===== config.mk =====
export PLATFORM = sky130hd
export DESIGN_NAME = enmm_ctrl
export DESIGN_NICKNAME = d
export VERILOG_FILES = /design/src/rtl/core/enmm_pkg.sv /design/src/rtl/core/enmm_ctrl.sv
export SDC_FILE = /design/constraint.sdc
export NUM_CORES = 1
export LEC_CHECK = 0
export BUFFER_PORTS_ARGS = -buffer_cell sky130_fd_sc_hd__buf_2
export CAP_MARGIN = 20
export CORE_AREA = 2 2 39 41
export CTS_CLUSTER_DIAMETER = 120
export DETAILED_ROUTE_END_ITERATION = 8
export DIE_AREA = 0 0 41 43
export GPL_TIMING_DRIVEN = 0
export PLACE_DENSITY = 0.52
export SYNTH_ARGS = -nofsm -noshare
export SYNTH_HDL_FRONTEND = slang
export SYNTH_SLANG_ARGS = --single-unit

===== constraint.sdc =====
create_clock -name clk_i -period 1.3 [get_ports clk_i]
set_input_delay 0.26 -clock clk_i [delete_from_list [all_inputs] [get_ports clk_i]]
set_output_delay 0.26 -clock clk_i [all_outputs]
set_load 0.005 [all_outputs]

===== src/rtl/core/enmm_pkg.sv =====
package enmm_pkg;

  // Defaults and fixed limits
  localparam int MAX_DIM_DEF = 64;
  localparam int MAX_RADIUS  = 15;

  // Field and register widths
  localparam int GRID_REG_W = 7;
  localparam int RAD_REG_W  = 4;
  localparam int VOXEL_W    = 18;
  localparam int COORD_W    = 6;
  localparam int OFF_W      = 5;
  localparam int ROW_W      = 19;
  localparam int CFG_IDX_W  = 3;
  localparam int CFG_DATA_W = 7;
  localparam int IN_DATA_W  = 56;
  localparam int IN_USED_W  = 52;
  localparam int OUT_DATA_W = 72;

  // Ellipsoid arithmetic widths (radius at most 15, offset down to -16)
  localparam int SQ_W   = 9;
  localparam int R2_W   = 8;
  localparam int PAIR_W = 16;
  localparam int TRI_W  = 24;
  localparam int TERM_W = 25;
  localparam int SUM_W  = 27;
  localparam int CAND_W = 8;

  // Reset values of the configuration registers
  localparam logic [GRID_REG_W-1:0] GRID_RST   = 7'd64;
  localparam logic [RAD_REG_W-1:0]  RADIUS_RST = 4'd1;

  // Cycles the coefficient products need after a register write
  localparam int SETTLE_W = 2;
  localparam logic [SETTLE_W-1:0] SETTLE_CYCLES = 2'd3;

  typedef enum logic [CFG_IDX_W-1:0] {
    CFG_GRID_X,
    CFG_GRID_Y,
    CFG_GRID_Z,
    CFG_RADIUS_X,
    CFG_RADIUS_Y,
    CFG_RADIUS_Z
  } cfg_idx_e;

  typedef enum logic [1:0] {
    ST_IDLE,
    ST_MUL,
    ST_IDX,
    ST_PUSH
  } state_e;

  // Controller to datapath
  typedef struct packed {
    logic capture;
    logic mask_wr;
    logic row_adv;
    logic stage_x;
    logic stage_y;
    logic out_load;
  } cmd_t;

  // Datapath to controller
  typedef struct packed {
    logic hit;
  } sts_t;

  // Square of a signed offset
  function automatic logic [SQ_W-1:0] sq_off(logic signed [OFF_W-1:0] v);
    logic signed [SQ_W:0] p;
    p = v * v;
    return p[SQ_W-1:0];
  endfunction

endpackage


===== src/rtl/core/enmm_ctrl.sv =====
module enmm_ctrl import enmm_pkg::*; (
  input  logic clk_i,
  input  logic rst_ni,
  input  logic in_valid_i,
  input  logic in_mode_i,
  input  logic in_last_i,
  output logic in_ready_o,
  output logic out_valid_o,
  input  logic out_ready_i,
  input  logic cfg_we_i,
  input  sts_t sts_i,
  output cmd_t cmd_o
);

  state_e               state_q, state_d;
  logic                 out_valid_q, out_valid_d;
  logic [SETTLE_W-1:0]  settle_q, settle_d;
  logic                 accept;
  logic                 push_ok;

  assign in_ready_o  = (state_q == ST_IDLE) && (settle_q == '0);
  assign out_valid_o = out_valid_q;
  assign accept      = in_valid_i && in_ready_o;
  assign push_ok     = !out_valid_q || out_ready_i;

  // Next state
  always_comb begin
    state_d = state_q;
    unique case (state_q)
      ST_IDLE: begin
        if (accept && in_mode_i) state_d = ST_MUL;
      end
      ST_MUL:  state_d = ST_IDX;
      ST_IDX:  state_d = ST_PUSH;
      ST_PUSH: begin
        if (!sts_i.hit || push_ok) state_d = ST_IDLE;
      end
      default: state_d = ST_IDLE;
    endcase
  end

  // Commands to the datapath
  always_comb begin
    cmd_o          = '0;
    cmd_o.capture  = accept && in_mode_i;
    cmd_o.mask_wr  = accept && !in_mode_i;
    cmd_o.row_adv  = accept && in_mode_i && in_last_i;
    cmd_o.stage_x  = (state_q == ST_MUL);
    cmd_o.stage_y  = (state_q == ST_IDX);
    cmd_o.out_load = (state_q == ST_PUSH) && sts_i.hit && push_ok;
  end

  // Output word valid: set on load, drop when taken
  always_comb begin
    out_valid_d = out_valid_q;
    if (cmd_o.out_load) out_valid_d = 1'b1;
    else if (out_ready_i) out_valid_d = 1'b0;
  end

  // Hold off input while coefficient products settle
  always_comb begin
    settle_d = settle_q;
    if (cfg_we_i) settle_d = SETTLE_CYCLES;
    else if (settle_q != '0) settle_d = settle_q - 1'b1;
  end

  always_ff @(posedge clk_i or negedge rst_ni) begin
    if (!rst_ni) begin
      state_q     <= ST_IDLE;
      out_valid_q <= 1'b0;
      settle_q    <= SETTLE_CYCLES;
    end else begin
      state_q     <= state_d;
      out_valid_q <= out_valid_d;
      settle_q    <= settle_d;
    end
  end

endmodule


==> summary.md, run 1 <==
| Metric | Value |
|---|---|
| Status | `complete, but fails checks` |
| Failing checks | `negative setup slack` |
| CP required | `1.04 ns` |
| Max-slew headroom | `0.897` |
| Placed Cells | `65` |
| Dominant cells by area after synthesis | `dfrtp_1 (22%), ha_1 (18%), dfstp_2 (15%), inv_1 (7.6%), mux2_4 (4.3%)` |
| Pins Over Slew Limit | `0` |
| Root Buffer | `clkbuf_4` |
| Post-synth top cells | `inv_1 (7), ha_1 (5), dfrtp_1 (3)` |
| Vias in the first global route | `349` |
| Reg2reg setup slack | `-0.25 ns` |
| Final number of hold-violating endpoints | `0` |
| RSZ-0062 raised after global routing | `true` |
| Critical path cell sequence | `inv_2, ha_4, and2_4, nand2_2, nor2_1, buf_2` |
| First-pass GRT wire length | `1300 µm` |
| Initial antenna violation count | `0` |
| Final GP Congestion | `0.587` |
| Critical path fanouts, max | `3` |
| Crit-path leading delay family | `flip-flops` |
| Worst-Margin Slew | `0.153 ns` |
| Cells after Synth | `34` |
| Clk_lat worst skew | `0.24 ns` |
| Hold WC Path Type | `input pin to flip-flop` |
| Grt ovf | `0` |
| Crit-path slowest cell | `dfstp_2` |
| Cell taking the most area after synthesis | `dfrtp_1` |
| Startpoint types | `flip-flop` |
| Vias after detailed routing | `336` |
| Pre-Repair DR Iteration Count | `2` |
| CP arrival | `1.31 ns` |
| Yosys warnings | `0` |
| Post-synth top area share | `0.217` |
| Synth cell types | `19` |
| R2r worst-path depth | `5` |
| Fraction of registers with async set/reset | `1.00` |
| I/O pin total | `16` |
| Largest net degree at the start of global routing | `6` |
| EDFF count, synth | `0` |
| Most common cell in the synthesized netlist | `inv_1` |
| Die area | `1760 µm²` |
| Die X | `41 µm` |
| Final clock period utilization by the worst path | `1.21` |
| Fin Hold WS | `0.226 ns` |
| # setup viols final | `9` |
| Syn Std Cell Area | `345 µm²` |
| Static Leak | `0.335 nW` |
| Maximum VDD drop | `0.983 mV` |
| Vias per cell | `4.25` |
| Initial Util | `0.250` |
| Worst setup slack after layout | `-0.267 ns` |
| Residual DRC | `0` |
| Clock Path Buffers | `2` |
| Final HPWL DP | `520 µm` |
| Worst setup EP type | `output pin` |
| Reg clk slew, reported paths | `0.04 ns` |
| Setup CP Type | `flip-flop to output pin` |
| Worst Hold Depth | `2` |
| CP Buf/Inv Count | `2` |
| Port bufs | `15` |
| Post-synthesis net count | `47` |
| H-tree depth | `1` |
| DIE HEIGHT | `43 µm` |
| Routed WL per cell | `9.92 µm` |
| PwrDens | `2020 nW/µm²` |
| Total GRT Usage | `0.115` |
| Worst R2R End | `state_q[1]$_DFFE_PN0P_` |
| CTS sink count | `5` |
| Fraction of layout cells with a size suffix above 1 | `0.810` |
| Initial drt markers | `2` |
| Area grow syn2layout | `96.0%` |
| Final #Nets | `77` |
| Hold Crit Start | `cfg_we_i` |
| CTS tree | `done` |
| Fin cells | `79` |
| Hold EP | `settle_q[1]$_DFFE_PN1P_` |
| RR Startpoint | `state_q[0]$_DFFE_PN0P_` |
| Crit path largest cell delay | `0.53 ns` |
| Standard-cell rows | `14` |
| Most used DFF post-synth | `dfrtp_1` |
| Max Cap Violations | `0` |
| Avg Synthesized Cell Area | `10.2 µm²` |
| Minimum clock period | `1.57 ns` |
| Antenna-violating nets left | `0` |
| Synth Register Bits | `5` |
| Register area share after synthesis | `0.370` |
| Skew final | `0.000258 ns` |
| Total Wirelength | `784 µm` |
| Core box area | `1380 µm²` |
| Fmax | `638 MHz` |
| TritonCTS Buffers | `3` |
| Antenna cells | `0` |
logic make-up after synthesis:
group,after synthesis,share of synthesized area
AOI/OAI and AO/OA,5,0.116
muxes,1,0.0435
and+or+nand+nor,9,0.167
adders and majority gates,5,0.181
buffers and inverters,8,0.0978
xor gates and xnor gates,1,0.0254
DFF,5,0.370
sequential cells by signal (all words and copies together), names as in the netlist:
register,flops
settle_q,2
state_q,2
out_valid_o,1
report_power, final:
part	internal, mW	leakage [nW]	switching (mW)	total [mW]
Clock	0.116	0.0150	0.0593	0.175
Sequential	0.235	0.0581	0.0629	0.298
Combinational	0.545	0.262	0.346	0.891
area by class of cell:
cell class / count / area (µm²)
clock buffer: 4 / 26.3
fill: 138 / 707
sequential: 5 / 128
timing repair buffer: 26 / 200
tap: 16 / 20.0
multi-input combinational: 21 / 277
inverter: 7 / 26.3
timing repair:
item	CTS	global route
pin swaps	7	2
setup endpoints to repair	7	9
resized for setup	24	5
buffers inserted	8	2
hold buffers	1	0
hold endpoints to repair	3	0
worst max-delay path by stage:
stage,startpoint,endpoint,slack [ns],cells past startpoint
after floorplan,state_q[1]$_DFFE_PN0P_,state_q[1]$_DFFE_PN0P_,-0.07,5
final,settle_q[1]$_DFFE_PN1P_,cmd_o[4],-0.27,6
after global routing,settle_q[1]$_DFFE_PN1P_,cmd_o[4],-0.32,6
after CTS,settle_q[0]$_DFFE_PN1P_,cmd_o[3],-0.28,6
after detailed placement,state_q[1]$_DFFE_PN0P_,state_q[1]$_DFFE_PN0P_,-0.17,5
after global placement,state_q[1]$_DFFE_PN0P_,state_q[1]$_DFFE_PN0P_,-0.16,5
stage by stage:
step	setup WS, ns	cell area, µm²	power [mW]	util	TNS [ns]
final	-0.267	677	1.36	0.489	-1.46
after floorplan	-0.0658	350	0.588	-	-0.0658
after detailed placement	-0.171	445	0.709	0.322	-0.418
after global routing	-0.319	677	1.47	0.489	-1.86
after CTS	-0.285	646	1.29	0.467	-1.44
after global placement	-0.159	445	0.703	0.322	-0.400
routing by layer:
layer,vias to the layer above,routed length [µm],track usage
met5,-,0,0
met4,0,0,0.100
met3,0,16,0.0471
met2,5,440,0.169
met1,163,327,0.117
li1,168,-,-
layout by cell type, fill, tap and decap left out:
master,netlist,layout
buf_4,1,6
mux2_4,1,1
dlygate4sd3_1,0,1
dfstp_2,2,2
nor2_1,2,2
xor2_1,1,1
inv_1,7,2
dfrtp_1,3,3
nand2b_1,1,1
a211o_2,1,1
buf_6,0,8
and4b_2,0,1
buf_2,0,11
clkbuf_4,0,3
o32a_2,1,1
o21ai_0,1,1
ha_4,0,5
a21oi_4,0,1
clkbuf_1,0,1
nand4_4,0,1
nand2_2,0,2
and2_4,0,2
a21oi_2,1,1
inv_2,0,5
Power figures use the tool's default switching activity.
==> inputs of run 2 (changes only) <==
--- a/config.mk
+++ b/config.mk
@@ -7,10 +7,10 @@
 export LEC_CHECK = 0
 export BUFFER_PORTS_ARGS = -buffer_cell sky130_fd_sc_hd__buf_2
 export CAP_MARGIN = 20
-export CORE_AREA = 2 2 39 41
+export CORE_AREA = 10 10 47 49
 export CTS_CLUSTER_DIAMETER = 120
 export DETAILED_ROUTE_END_ITERATION = 8
-export DIE_AREA = 0 0 41 43
+export DIE_AREA = 0 0 57 59
 export GPL_TIMING_DRIVEN = 0
 export PLACE_DENSITY = 0.52
 export SYNTH_ARGS = -nofsm -noshare
==> summary.md, run 2 (synthesized netlist as in run 1, its figures left out) <==
| Metric | Value |
|---|---|
| Fmax | `635 MHz` |
| Setup Slack @ Placement | `-0.163 ns` |
| Most common cell after layout, fill and taps aside | `buf_2` |
| Antenna cells | `0` |
| Total GRT Usage | `0.0632` |
| Grt ovf | `0` |
| Failing checks | `negative setup slack` |
| Minimum clock period | `1.57 ns` |
| DIE HEIGHT | `59 µm` |
| Worst setup slack after layout | `-0.274 ns` |
| Static Leak | `0.338 nW` |
| Vias in the first global route | `351` |
| Final clock period utilization by the worst path | `1.21` |
| Antenna-violating nets left | `0` |
| Maximum VDD drop | `1.15 mV` |
| Critical path fanouts, max | `3` |
| Reg clk slew, reported paths | `0.04 ns` |
| Worst setup EP type | `output pin` |
| Standard-cell rows | `14` |
| Fraction of layout cells with a size suffix above 1 | `0.794` |
| CTS sink count | `5` |
| Port bufs | `15` |
| TritonCTS Buffers | `3` |
| Die area | `3360 µm²` |
| Final number of hold-violating endpoints | `0` |
| Largest net degree at the start of global routing | `6` |
| CP required | `1.04 ns` |
| Pre-Repair DR Iteration Count | `2` |
| Routed WL per cell | `12.6 µm` |
| Residual DRC | `0` |
| Vias after detailed routing | `330` |
| Total Wirelength | `992 µm` |
| Die X | `57 µm` |
| I/O pin total | `16` |
| Initial antenna violation count | `0` |
| Setup CP Type | `flip-flop to output pin` |
| Layout fillers | `144` |
| Skew final | `0.00395 ns` |
| Startpoint types | `flip-flop` |
| Final GP Congestion | `0.573` |
| Placed Cells | `65` |
| Final HPWL DP | `650 µm` |
| # setup viols final | `9` |
| Max-slew headroom | `0.905` |
| H-tree depth | `1` |
| Area after DPL | `445 µm²` |
| Pins Over Slew Limit | `0` |
| CTS tree | `done` |
| Initial drt markers | `1` |
| CP arrival | `1.31 ns` |
| First-pass GRT wire length | `1620 µm` |
| Core box area | `1400 µm²` |
| Clock Path Buffers | `2` |
| Status | `complete, but fails checks` |
| Fin cells | `79` |
| Commonest cells after routing, fill and taps aside | `buf_2 (12), buf_6 (7), buf_4 (6)` |
| Max Cap Violations | `0` |
| Worst-Margin Slew | `0.143 ns` |
| Root Buffer | `clkbuf_4` |
| Overall power | `1.39 mW` |
| Clk_lat worst skew | `0.24 ns` |
| Area grow syn2layout | `94.6%` |
| PwrDens | `2080 nW/µm²` |
| RSZ-0062 raised after global routing | `true` |
| Hold WC Path Type | `input pin to flip-flop` |
| Final #Nets | `77` |
| Initial Util | `0.246` |
| Vias per cell | `4.18` |
| Fin area | `672 µm²` |
| Final TNS setup | `-1.59 ns` |
[run 2: cell types whose count changed in the layout (fill, tap and decap cells not counted)]
cell / delta
and2_4: -1
nand2_1: +1
buf_2: +1
buf_6: -1
and2_1: +1
nand2_4: +1
dfrtp_2: +1
nand2_2: -2
dfrtp_1: -1
[run 2: report_power, final]
group	leakage (nW)	internal, mW	switching [mW]	total [mW]
sequential	0.0570	0.238	0.0597	0.298
combinational	0.266	0.557	0.358	0.915
clock	0.0150	0.116	0.0651	0.181
[run 2: cell type report]
class	count	area, µm²	share of cell area
Clock buffer	4	26.3	0.0391
Inverter	7	26.3	0.0391
Multi-Input combinational cell	21	277	0.412
Sequential cell	5	129	0.192
Tap cell	16	20.0	0.0298
Timing Repair Buffer	26	194	0.289
[run 2: timing repair]
item / in CTS / in global routing
resized for setup: 25 / 3
endpoints found under the hold margin: 3 / 0
setup buffers: 8 / 2
setup endpoints to repair: 8 / 9
pin swaps: 4 / 1
hold buffers: 1 / 0
[run 2: worst paths after layout]
path / from / to / slack [ns] / cells past startpoint
worst max-delay path: settle_q[1]$_DFFE_PN1P_ / cmd_o[4] / -0.27 / 6
worst min-delay path: cfg_we_i / settle_q[1]$_DFFE_PN1P_ / 0.22 / 2
worst max register to register: state_q[0]$_DFFE_PN0P_ / state_q[1]$_DFFE_PN0P_ / -0.22 / 5
worst min register to register: out_valid_o$_DFFE_PN0P_ / out_valid_o$_DFFE_PN0P_ / 0.57 / 2
max in group asynchronous: rst_ni / settle_q[1]$_DFFE_PN1P_ / 0.72 / 2
min in group asynchronous: rst_ni / state_q[1]$_DFFE_PN0P_ / 0.36 / 2
[run 2: through the flow]
stage                      util  hold slack, ns
final                     0.479           0.224
after global routing      0.479           0.226
after CTS                 0.462           0.218
after detailed placement  0.318          0.0804
after global placement    0.318          0.0781
after floorplan               -         -0.0356
[run 2: worst max-delay path: stages (launching register included)]
cell     delay, ns
dfstp_2       0.53
inv_2         0.04
ha_4          0.16
and2_4        0.14
nand2_1       0.05
nor2_1        0.03
buf_2         0.12
[run 2: per-layer routing]
layer / vias up / routed length [µm] / global-route usage
li1: 171 / - / -
met3: 0 / 48 / 0.0322
met5: - / 0 / 0
met2: 7 / 577 / 0.104
met1: 152 / 366 / 0.0584
met4: 0 / 0 / 0.0503
==> inputs of run 3 (changes only) <==
--- a/config.mk
+++ b/config.mk
@@ -12,7 +12,7 @@
 export DETAILED_ROUTE_END_ITERATION = 8
 export DIE_AREA = 0 0 57 59
 export GPL_TIMING_DRIVEN = 0
-export PLACE_DENSITY = 0.52
+export PLACE_DENSITY = 0.51
 export SYNTH_ARGS = -nofsm -noshare
 export SYNTH_HDL_FRONTEND = slang
 export SYNTH_SLANG_ARGS = --single-unit
==> constraint.sdc (replaced) <==
create_clock -name clk_i -period 1.95 [get_ports clk_i]
set_input_delay 0.39 -clock clk_i [delete_from_list [all_inputs] [get_ports clk_i]]
set_output_delay 0.39 -clock clk_i [all_outputs]
set_load 0.005 [all_outputs]
==> summary.md, run 3 (synthesized netlist as in run 1, its figures left out) <==
| Metric | Value |
|---|---|
| Status | `complete, no violations` |
| Grt ovf | `0` |
| Total Wirelength | `776 µm` |
| Vias after detailed routing | `284` |
| CTS sink count | `5` |
| Vias per cell | `4.06` |
| Antenna-violating nets left | `0` |
| I/O pin total | `16` |
| Static Leak | `0.283 nW` |
| Antenna cells | `0` |
| CP required | `1.56 ns` |
| Most common cell after layout, fill and taps aside | `buf_2` |
| Worst setup EP type | `output pin` |
| CTS tree | `done` |
| Die X | `57 µm` |
| Max-slew headroom | `0.900` |
| Pins Over Slew Limit | `0` |
| Worst setup slack after layout | `0.121 ns` |
| Residual DRC | `0` |
| Fmax | `547 MHz` |
| Worst-Margin Slew | `0.151 ns` |
| Area grow syn2layout | `39.5%` |
| H-tree depth | `1` |
| GR Util met3 | `0.0236` |
| PwrDens | `1230 nW/µm²` |
| Final TNS setup | `0 ns` |
| Largest net degree at the start of global routing | `6` |
| Final #Nets | `68` |
| Met2 GRT Util | `0.0899` |
| RSZ-0062 raised after global routing | `false` |
| Vias in the first global route | `335` |
| Core box area | `1400 µm²` |
| Die area | `3360 µm²` |
| Port bufs | `15` |
| Setup Slack @ Placement | `0.301 ns` |
| Minimum clock period | `1.83 ns` |
| Skew final | `0.00166 ns` |
| Maximum VDD drop | `0.428 mV` |
| # setup viols final | `0` |
| Routed WL per cell | `11.1 µm` |
| Final number of hold-violating endpoints | `0` |
| Initial Util | `0.246` |
| Hold WC Path Type | `input pin to flip-flop` |
| Commonest cells after routing, fill and taps aside | `buf_2 (15), inv_1 (7), ha_1 (3), clkbuf_4 (3), dfrtp_1 (3)` |
| DIE HEIGHT | `59 µm` |
| Met1 Track Usage GR | `0.0428` |
| Initial antenna violation count | `0` |
| Max Cap Violations | `0` |
| Startpoint types | `flip-flop` |
| Standard-cell rows | `14` |
| Pre-Repair DR Iteration Count | `2` |
| TritonCTS Buffers | `3` |
| First-pass GRT wire length | `1310 µm` |
| Layout fillers | `161` |
| Post-CTS Setup Inserts | `0` |
| Reg clk slew, reported paths | `0.04 ns` |
| Final clock period utilization by the worst path | `0.938` |
| Clock Path Buffers | `2` |
| Setup CP Type | `flip-flop to output pin` |
| Reg2reg setup slack | `0.47 ns` |
| Total GRT Usage | `0.0519` |
| Clk_lat worst skew | `0.24 ns` |
| Post-Route Utilization | `0.344` |
| Root Buffer | `clkbuf_4` |
| CP arrival | `1.44 ns` |
| Fraction of layout cells with a size suffix above 1 | `0.537` |
| Final GP Congestion | `0.622` |
| Final HPWL DP | `663 µm` |
| Critical path fanouts, max | `5` |
| Gr busiest metal | `met2` |
| Initial drt markers | `2` |
[run 3: per-stage QoR]
stage / instances / instance area (µm²) / hold slack, ns / power, mW
CTS: 70 / 477 / 0.341 / 0.604
floorplan: 34 / 345 / 0.0944 / 0.384
finish: 70 / 482 / 0.347 / 0.594
global route: 70 / 482 / 0.337 / 0.655
detailed placement: 65 / 440 / 0.208 / 0.474
global placement: 65 / 440 / 0.206 / 0.463
[run 3: where the power goes]
group	leakage (nW)	internal (mW)	switching [mW]
clock	0.0150	0.0775	0.0443
sequential	0.0581	0.156	0.0391
combinational	0.210	0.157	0.121
total	0.283	0.391	0.204
[run 3: cell type report]
type	instances	area, µm²	area share
Tap cell	16	20.0	0.0416
Clock buffer	4	26.3	0.0545
Timing Repair Buffer	16	85.1	0.177
Buffer	1	7.51	0.0156
Multi-Input combinational cell	21	189	0.392
Inverter	7	26.3	0.0545
Sequential cell	5	128	0.265
[run 3: path summary, 6_finish.rpt]
kind,start,to,cells past startpoint
min in group asynchronous,rst_ni,state_q[0]$_DFFE_PN0P_,2
max reg2reg,state_q[0]$_DFFE_PN0P_,state_q[1]$_DFFE_PN0P_,5
min reg2reg,out_valid_o$_DFFE_PN0P_,out_valid_o$_DFFE_PN0P_,2
max in group asynchronous,rst_ni,settle_q[0]$_DFFE_PN1P_,2
min,cfg_we_i,settle_q[1]$_DFFE_PN1P_,2
max,settle_q[0]$_DFFE_PN1P_,cmd_o[3],6
[run 3: repair_timing]
action,CTS,global route
resized for setup,0,2
hold buffers,1,0
hold endpoints to repair,3,0
setup endpoints to repair,0,2
[run 3: worst max-delay path: stages (launching register included)]
cell     delay, ns
dfstp_2       0.53
inv_1         0.04
ha_2          0.21
nand4_2       0.09
inv_1         0.06
and2_1        0.15
buf_2         0.12
[run 3: layer usage]
layer,up-vias,routed length (µm),part of all wire
met5,-,0,0
met4,0,29,0.037
met3,3,34,0.044
met2,10,389,0.50
met1,123,323,0.42
li1,148,-,-
